==> config.mk <==
export PLATFORM = sky130hd
export DESIGN_NAME = life_automaton_grid_top
export DESIGN_NICKNAME = d
export VERILOG_FILES = /design/src/hdl/lag_pkg.sv /design/src/hdl/life_automaton_grid_top.sv /design/src/hdl/lag_row_cell.sv /design/src/hdl/lag_row_update.sv
export SDC_FILE = /design/constraint.sdc
export NUM_CORES = 2
export LEC_CHECK = 0
export BUFFER_PORTS_ARGS = -buffer_cell sky130_fd_sc_hd__buf_2
export CORE_ASPECT_RATIO = 0.9
export CORE_MARGIN = 2
export CORE_UTILIZATION = 31
export CTS_CLUSTER_SIZE = 12
export DETAILED_ROUTE_END_ITERATION = 7
export GPL_TIMING_DRIVEN = 0
export PLACE_DENSITY_LB_ADDON = 0.08
export SETUP_SLACK_MARGIN = 0.05
export SLEW_MARGIN = 20
export SYNTH_ARGS = -nofsm -noshare
export SYNTH_HDL_FRONTEND = slang
export SYNTH_SLANG_ARGS = --single-unit
export TNS_END_PERCENT = 50
==> constraint.sdc <==
create_clock -name clk -period 6.7 [get_ports clk]
set_clock_uncertainty 0.2 [all_clocks]
set_input_delay 0.335 -clock clk [delete_from_list [all_inputs] [get_ports clk]]
set_output_delay 0.335 -clock clk [all_outputs]
set_load 0.02 [all_outputs]
==> src/hdl/lag_pkg.sv <==
package lag_pkg;

  // Default largest side length of the grid.
  localparam int SIDE_MAX_DEFAULT = 32;

  // Field widths of the ports.
  localparam int OP_W    = 2;
  localparam int ROW_W   = 5;
  localparam int COL_W   = 5;
  localparam int SIDE_W  = 6;
  localparam int COUNT_W = 11;

  // The live count saturates at the largest value of its field.
  localparam int COUNT_MAX = 2047;

  // Side length after reset.
  localparam logic [SIDE_W-1:0] SIDE_RESET = 6'd32;

  // Life rule B3/S23.
  localparam logic [3:0] BIRTH_COUNT = 4'd3;
  localparam logic [3:0] STAY_LOW    = 4'd2;
  localparam logic [3:0] STAY_HIGH   = 4'd3;

  typedef enum logic [OP_W-1:0] {
    OP_WRITE   = 2'd0,
    OP_CLEAR   = 2'd1,
    OP_ADVANCE = 2'd2,
    OP_READ    = 2'd3
  } lag_op_t;

  typedef enum logic [1:0] {
    ST_IDLE,
    ST_PASS,
    ST_FLUSH,
    ST_DONE
  } lag_state_t;

  // Per-row control handed to the row update logic.
  typedef struct packed {
    lag_op_t op;
    logic    row_active;
    logic    row_hit;
    logic    val;
  } lag_upd_ctrl_t;

endpackage

==> src/hdl/life_automaton_grid_top.sv <==
// Each transfer runs the grid rows once around the ring of row cells, one row
// per cycle past the update logic; then a flush state drains the count, and the
// result waits in the done state until the result register can take it. The next
// input is accepted only after the result is loaded.
// Synchronous active-high reset clears every cell to dead, sets the side
// length to 32 and empties the result register.
module life_automaton_grid_top #(
  parameter int SIDE_MAX = lag_pkg::SIDE_MAX_DEFAULT
) (
  input  logic                         clk,
  input  logic                         rst,
  input  logic                         cfg_we,
  input  logic [lag_pkg::SIDE_W-1:0]   cfg_data,
  input  logic                         in_valid,
  output logic                         in_ready,
  input  logic [lag_pkg::OP_W-1:0]     op,
  input  logic [lag_pkg::ROW_W-1:0]    row,
  input  logic [lag_pkg::COL_W-1:0]    col,
  input  logic                         cell_in,
  output logic                         out_valid,
  input  logic                         out_ready,
  output logic                         cell_out,
  output logic [lag_pkg::COUNT_W-1:0]  live_count
);

  localparam int IDX_W = $clog2(SIDE_MAX);
  localparam int CMP_W = ((IDX_W + 1) > lag_pkg::SIDE_W ? (IDX_W + 1) : lag_pkg::SIDE_W) + 1;
  localparam int SUM_W = $clog2(SIDE_MAX * SIDE_MAX + 1);

  lag_pkg::lag_state_t state, state_next;

  logic [lag_pkg::SIDE_W-1:0] side_length;
  logic [CMP_W-1:0]           active_n;
  logic [CMP_W-1:0]           n_q;
  lag_pkg::lag_op_t           op_q;
  logic [lag_pkg::ROW_W-1:0]  row_q;
  logic [lag_pkg::COL_W-1:0]  col_q;
  logic                       val_q;
  logic [IDX_W-1:0]           step;
  logic [SIDE_MAX-1:0]        prev_row;
  logic [SIDE_MAX-1:0]        cnt_row;
  logic                       cnt_row_v;
  logic [SUM_W-1:0]           total;
  logic                       hit_bit;

  logic                       accept;
  logic                       shift;
  logic                       load_out;
  logic                       last_step;
  logic                       in_square;
  logic                       row_match;
  logic [SIDE_MAX-1:0]        col_mask;
  logic [SIDE_MAX-1:0]        col_sel;
  logic [SIDE_MAX-1:0]        above;
  logic [SIDE_MAX-1:0]        below;
  logic [SIDE_MAX-1:0]        new_row;
  logic [SIDE_MAX-1:0]        rows [SIDE_MAX];
  lag_pkg::lag_upd_ctrl_t     ctrl;

  function automatic logic [SUM_W-1:0] popcount(input logic [SIDE_MAX-1:0] v);
    logic [SUM_W-1:0] s;
    s = '0;
    for (int i = 0; i < SIDE_MAX; i++) begin
      s = s + SUM_W'(v[i]);
    end
    return s;
  endfunction

  // Side length register.
  always_ff @(posedge clk) begin
    if (rst) begin
      side_length <= lag_pkg::SIDE_RESET;
    end else if (cfg_we) begin
      side_length <= cfg_data;
    end
  end

  // The active side saturates at the grid size.
  assign active_n = (CMP_W'(side_length) > CMP_W'(SIDE_MAX)) ? CMP_W'(SIDE_MAX)
                                                             : CMP_W'(side_length);

  // Ring of row cells; the last cell takes the freshly updated row.
  for (genvar i = 0; i < SIDE_MAX; i++) begin : g_rows
    if (i == SIDE_MAX - 1) begin : g_tail
      lag_row_cell #(.SIDE(SIDE_MAX)) u_cell (
        .clk   (clk),
        .rst   (rst),
        .shift (shift),
        .d     (new_row),
        .q     (rows[i])
      );
    end else begin : g_body
      lag_row_cell #(.SIDE(SIDE_MAX)) u_cell (
        .clk   (clk),
        .rst   (rst),
        .shift (shift),
        .d     (rows[i+1]),
        .q     (rows[i])
      );
    end
  end

  // Column masks for the active square and the addressed column.
  for (genvar c = 0; c < SIDE_MAX; c++) begin : g_cols
    assign col_mask[c] = CMP_W'(c) < n_q;
    assign col_sel[c]  = CMP_W'(c) == CMP_W'(col_q);
  end

  // Neighbor rows around the head row; rows outside the square are dead.
  assign last_step = step == IDX_W'(SIDE_MAX - 1);
  assign in_square = (CMP_W'(row_q) < n_q) && (CMP_W'(col_q) < n_q);
  assign row_match = CMP_W'(step) == CMP_W'(row_q);
  assign above     = (step == '0) ? '0 : prev_row;
  assign below     = ((CMP_W'(step) + CMP_W'(1)) < n_q) ? rows[1] : '0;

  assign ctrl.op         = op_q;
  assign ctrl.row_active = CMP_W'(step) < n_q;
  assign ctrl.row_hit    = row_match && in_square;
  assign ctrl.val        = val_q;

  lag_row_update #(.SIDE(SIDE_MAX)) u_update (
    .above    (above),
    .cur      (rows[0]),
    .below    (below),
    .col_mask (col_mask),
    .col_sel  (col_sel),
    .ctrl     (ctrl),
    .new_row  (new_row)
  );

  // Sequencer state register.
  always_ff @(posedge clk) begin
    if (rst) begin
      state <= lag_pkg::ST_IDLE;
    end else begin
      state <= state_next;
    end
  end

  // Next state and control.
  always_comb begin
    state_next = state;
    in_ready   = 1'b0;
    shift      = 1'b0;
    load_out   = 1'b0;
    unique case (state)
      lag_pkg::ST_IDLE: begin
        in_ready = 1'b1;
        if (in_valid) begin
          state_next = lag_pkg::ST_PASS;
        end
      end
      lag_pkg::ST_PASS: begin
        shift = 1'b1;
        if (last_step) begin
          state_next = lag_pkg::ST_FLUSH;
        end
      end
      lag_pkg::ST_FLUSH: begin
        state_next = lag_pkg::ST_DONE;
      end
      lag_pkg::ST_DONE: begin
        if (!out_valid || out_ready) begin
          load_out   = 1'b1;
          state_next = lag_pkg::ST_IDLE;
        end
      end
      default: state_next = lag_pkg::ST_IDLE;
    endcase
  end

  assign accept = in_valid && in_ready;

  // Captured item and side length for the pass.
  always_ff @(posedge clk) begin
    if (accept) begin
      op_q  <= lag_pkg::lag_op_t'(op);
      row_q <= row;
      col_q <= col;
      val_q <= cell_in;
      n_q   <= active_n;
    end
  end

  // Step counter, previous row and addressed cell capture.
  always_ff @(posedge clk) begin
    if (accept) begin
      step    <= '0;
      hit_bit <= 1'b0;
    end else if (shift) begin
      step     <= step + IDX_W'(1);
      prev_row <= rows[0];
      if (ctrl.row_hit) begin
        hit_bit <= |(new_row & col_sel);
      end
    end
  end

  // Live count: the active part of each new row is registered, then added.
  always_ff @(posedge clk) begin
    if (rst) begin
      cnt_row_v <= 1'b0;
    end else begin
      cnt_row_v <= shift;
    end
  end

  always_ff @(posedge clk) begin
    cnt_row <= new_row & col_mask & {SIDE_MAX{ctrl.row_active}};
    if (accept) begin
      total <= '0;
    end else if (cnt_row_v) begin
      total <= total + popcount(cnt_row);
    end
  end

  // Result register.
  always_ff @(posedge clk) begin
    if (rst) begin
      out_valid <= 1'b0;
    end else if (load_out) begin
      out_valid <= 1'b1;
    end else if (out_ready) begin
      out_valid <= 1'b0;
    end
  end

  always_ff @(posedge clk) begin
    if (load_out) begin
      cell_out <= hit_bit;
      if (32'(total) > 32'(lag_pkg::COUNT_MAX)) begin
        live_count <= lag_pkg::COUNT_W'(lag_pkg::COUNT_MAX);
      end else begin
        live_count <= lag_pkg::COUNT_W'(total);
      end
    end
  end

`ifndef SYNTHESIS
  // The count pipeline has drained before a result is offered.
  a_count_drained: assert property (@(posedge clk) disable iff (rst)
    (state == lag_pkg::ST_DONE) |-> !cnt_row_v)
    else $error("count pipeline still busy at result time");

  // A pass covers exactly one full turn of the row ring.
  a_pass_length: assert property (@(posedge clk) disable iff (rst)
    (state == lag_pkg::ST_PASS && last_step) |=> (state == lag_pkg::ST_FLUSH))
    else $error("row pass did not end after a full turn");

  // The live count never exceeds the active square.
  a_count_bound: assert property (@(posedge clk) disable iff (rst)
    (state == lag_pkg::ST_DONE) |-> (32'(total) <= 32'(n_q) * 32'(n_q)))
    else $error("live count exceeds the active square");

  // A cell is only captured inside the active square.
  a_hit_inside: assert property (@(posedge clk) disable iff (rst)
    (state == lag_pkg::ST_DONE && hit_bit) |-> in_square)
    else $error("cell captured outside the active square");
`endif

endmodule

==> src/hdl/lag_row_cell.sv <==
module lag_row_cell #(
  parameter int SIDE = lag_pkg::SIDE_MAX_DEFAULT
) (
  input  logic            clk,
  input  logic            rst,
  input  logic            shift,
  input  logic [SIDE-1:0] d,
  output logic [SIDE-1:0] q
);

  // One row of the grid; it takes the row at its input on every shift.
  always_ff @(posedge clk) begin
    if (rst) begin
      q <= '0;
    end else if (shift) begin
      q <= d;
    end
  end

endmodule

==> src/hdl/lag_row_update.sv <==
module lag_row_update #(
  parameter int SIDE = lag_pkg::SIDE_MAX_DEFAULT
) (
  input  logic                  [SIDE-1:0] above,
  input  logic                  [SIDE-1:0] cur,
  input  logic                  [SIDE-1:0] below,
  input  logic                  [SIDE-1:0] col_mask,
  input  logic                  [SIDE-1:0] col_sel,
  input  lag_pkg::lag_upd_ctrl_t           ctrl,
  output logic                  [SIDE-1:0] new_row
);

  logic [SIDE+1:0] ap;
  logic [SIDE+1:0] cp;
  logic [SIDE+1:0] bp;
  logic [SIDE-1:0] life_row;

  // Inactive columns count as dead; the padding gives dead edge neighbors.
  assign ap = {1'b0, above & col_mask, 1'b0};
  assign cp = {1'b0, cur & col_mask, 1'b0};
  assign bp = {1'b0, below & col_mask, 1'b0};

  // Next generation of each column from its eight neighbors.
  always_comb begin
    logic [3:0] k;
    for (int c = 0; c < SIDE; c++) begin
      k = 4'(ap[c]) + 4'(ap[c+1]) + 4'(ap[c+2])
        + 4'(cp[c]) + 4'(cp[c+2])
        + 4'(bp[c]) + 4'(bp[c+1]) + 4'(bp[c+2]);
      if (cp[c+1]) begin
        life_row[c] = (k >= lag_pkg::STAY_LOW) && (k <= lag_pkg::STAY_HIGH);
      end else begin
        life_row[c] = (k == lag_pkg::BIRTH_COUNT);
      end
      life_row[c] = life_row[c] & col_mask[c] & ctrl.row_active;
    end
  end

  // Select the new row for the operation in progress.
  always_comb begin
    unique case (ctrl.op)
      lag_pkg::OP_WRITE: begin
        if (ctrl.row_hit) begin
          new_row = (cur & ~col_sel) | (col_sel & {SIDE{ctrl.val}});
        end else begin
          new_row = cur;
        end
      end
      lag_pkg::OP_CLEAR:   new_row = '0;
      lag_pkg::OP_ADVANCE: new_row = life_row;
      lag_pkg::OP_READ:    new_row = cur;
      default:             new_row = cur;
    endcase
  end

endmodule

==> flow_summary.ini <==
[cts]
clkTransAtPathRegs_ps = 70
clk_latency_ps = 780
cts.sinks = 1146
cts.path.max_buffers = 3
h-tree-depth = 4
tritoncts = done
cts_root_buf = clkbuf_16
cts_buffers = 133

[power_and_ir_drop]
leakagePower_uw = 0.0220
ir_worst_vdd_mv = 0.202
power_density_mw_per_mm2 = 369

[finish]
multiInputGateArea_mm2 = 0.0239
regArea_mm2 = 0.0236
finalNetCount = 5330
area_growth_pct = 17.0
final_cell_area_mm2 = 0.0572
fin_util_pct = 36.5
n_fill_cell = 15800
drive_gt1_share_pct = 7.32

[placed_design]
port_buffers = 35
place_area_mm2 = 0.0519
place_ws_ps = -2380
place.gp.congestion = 0.917
dp.final_hpwl_um = 108000

[logic_synthesis]
ys.flop_type = dfxtp_1
ys_ff_latch = 1146
synth_cell_types = 75
syn_inst = 4804
synth_edf_count = 63
async_reset_ff_share_pct = 0
syn_avg_cell_area_um2 = 10.2
yosys-top-cells-area = dfxtp_1 44%, mux2i_1 21%, nor2_1 8.6%, fa_1 6.2%, edfxtp_1 3.9%
seq_area_frac_synth_pct = 48.2
syn-cell-area_mm2 = 0.0489
synth_area_leader_cell = dfxtp_1
synth_common_cells = 1125 x nor2_1, 1083 x dfxtp_1, 1036 x mux2i_1
netlist.area_leader.share_pct = 44.3
synth.most_common_cell = nor2_1
yosysWarnings = 0
synth_fp_nets = 5111

[sta]
setup_viol = 0
slew_violations = 0
min_period_ps = 6480
hold_viol_final = 0
setup_tns_ps = 0
max_freq_mhz = 154
rsz0062_at_grt = false
tightest_slew_ps = 1400
worst_slack_ps = 224
max_slew_margin_pct = 5.90
fin_crit_sh_pct = 96.7

[global_routing]
grt.overflow.total = 0
grt_start_max_net_pins = 24
grt_use_total_pct = 17.6
antenna_found_initial = 2
grt_pass1_vias = 33900
grt_pass1_wl_um = 218000

[setup_path]
timing.critical_path.mode_cell = fa_1
cp_top_family = adder cells
cp-start-kind = flip-flop
arrival_ps = 6960
worst-path-buf-inv = 3
end_kind = flip-flop
cp.required_ps = 7190
crit_path_top_delay_cell = fa_1
cpPeakStageDelay_ps = 630
crit_type = reg -> reg
critPathMaxFanout = 10

[floorplan]
dieHeight_um = 381
die_width_um = 423
dieArea_mm2 = 0.161
initial_core_util_pct = 31.2
core-area_mm2 = 0.157
boundaryPins = 38
rows = 138

[detailed_routing]
first_pass_iters = 5
wirelength_um = 143000
drtIter0Drc = 2109
drc = 0
wl_per_cell_um = 19.7
ant_nets = 0
viasPerCell = 4.63
vias = 33500

[worst_hold_path]
hold_path_class = in -> reg

[run]
drv_cap = 0

[status]
outcome = complete, no violations
[worst paths after layout]
check | startpoint | slack, ps | depth (start not counted) | to
setup / recovery | step[0] | 220 | 25 | hit_bit
hold / removal | col[0] | 90 | 2 | col_q[0]
setup reg to reg | step[0] | 220 | 25 | hit_bit
hold reg to reg | total[10] | 260 | 0 | live_count[10]
[through the flow]
step                      hold WS [ps]  std cells  total power (µW)
after floorplan                    209       4804             12200
after CTS                         15.6       7220             21400
after global placement             239       6939             14000
after detailed placement           250       6945             14000
final                             93.7       7227             21100
after global routing              51.6       7227             22300
[worst register-to-register path: stages, from the launching register on]
cell,delay [ps]
dfxtp_4,390
inv_1,50
ha_1,300
ha_1,270
a21o_1,160
a21oi_1,150
nor2b_1,60
o21ai_0,150
nand2b_1,110
a21oi_4,150
buf_12,160
buf_8,190
nand3_1,250
fa_1,630
fa_1,440
fa_1,450
fa_1,400
nor3_1,190
mux2i_1,100
a2111oi_1,490
a221oi_2,200
nor2_2,210
a2111oi_4,110
a32oi_2,280
a2111oi_4,70
a211oi_1,230
[where the power goes]
group          internal (µW)  total, µW  switching [µW]
logic                   2580       6650            4070
clock network           4200       7170            2980
registers               7140       7280             139
[cells by family after synthesis]
family	Yosys count	synth area share (%)
buf+inv	519	4.01
fa+ha+maj	283	9.56
simple gates	1524	12.9
xor+xnor	18	0.322
flops	1146	48.2
mux	1041	21.3
compound gates	273	3.70
[what timing repair did]
item	CTS	global route
setup buffers	13	5
hold buffers	27	0
gates cloned	0	1
endpoints found under the setup margin	63	1
resized for setup	46	80
pin swaps	8	13
hold endpoints to repair	24	0
[layout make-up]
class,instances,area share [%]
flip-flops and latches,1146,41.2
repair buffers,87,1.25
clock inverters,34,0.689
well taps,2100,4.59
plain buffers,285,1.99
multi-input cells,3139,41.8
diodes,1,0.00437
clock buffers,204,6.89
inverters,231,1.53
[metal layers]
metal  wire, µm  up-vias  GRT usage, %
li1           -    16600             -
met1      72300    16000          25.6
met2      61100      555          26.6
met3       5060      228          2.64
met4       4110        0          5.89
met5          0        -             0
[cell usage in the layout, fill, tap and decap left out, drive strengths merged, types with 12 or more instances in the layout]
cell	synthesis	final
nor2	1126	1126
dlygate4sd3	0	27
dfxtp	1083	1083
inv	227	232
fa	151	151
nand3	90	90
buf	86	148
nand4	12	12
nor2b	47	47
clkinv	4	26
nand2b	26	26
nand2	119	119
a31oi	27	27
edfxtp	63	63
a211oi	25	25
a21oi	68	68
and3	24	24
nor3	39	39
ha	132	132
o21ai	56	56
clkbuf	202	401
nor4	17	17
mux2i	1036	1036
[flip-flops by register name, indices dropped and copies added (netlist names), 5 cells and up]
name and cells:
cnt_row 32, col_q 5, g_rows.g_body.u_cell.q 992, g_rows.g_tail.u_cell.q 32
live_count 11, n_q 6, prev_row 32, row_q 5
side_length 6, step 5, total 11
No activity file was read; power rests on OpenSTA's default activity.
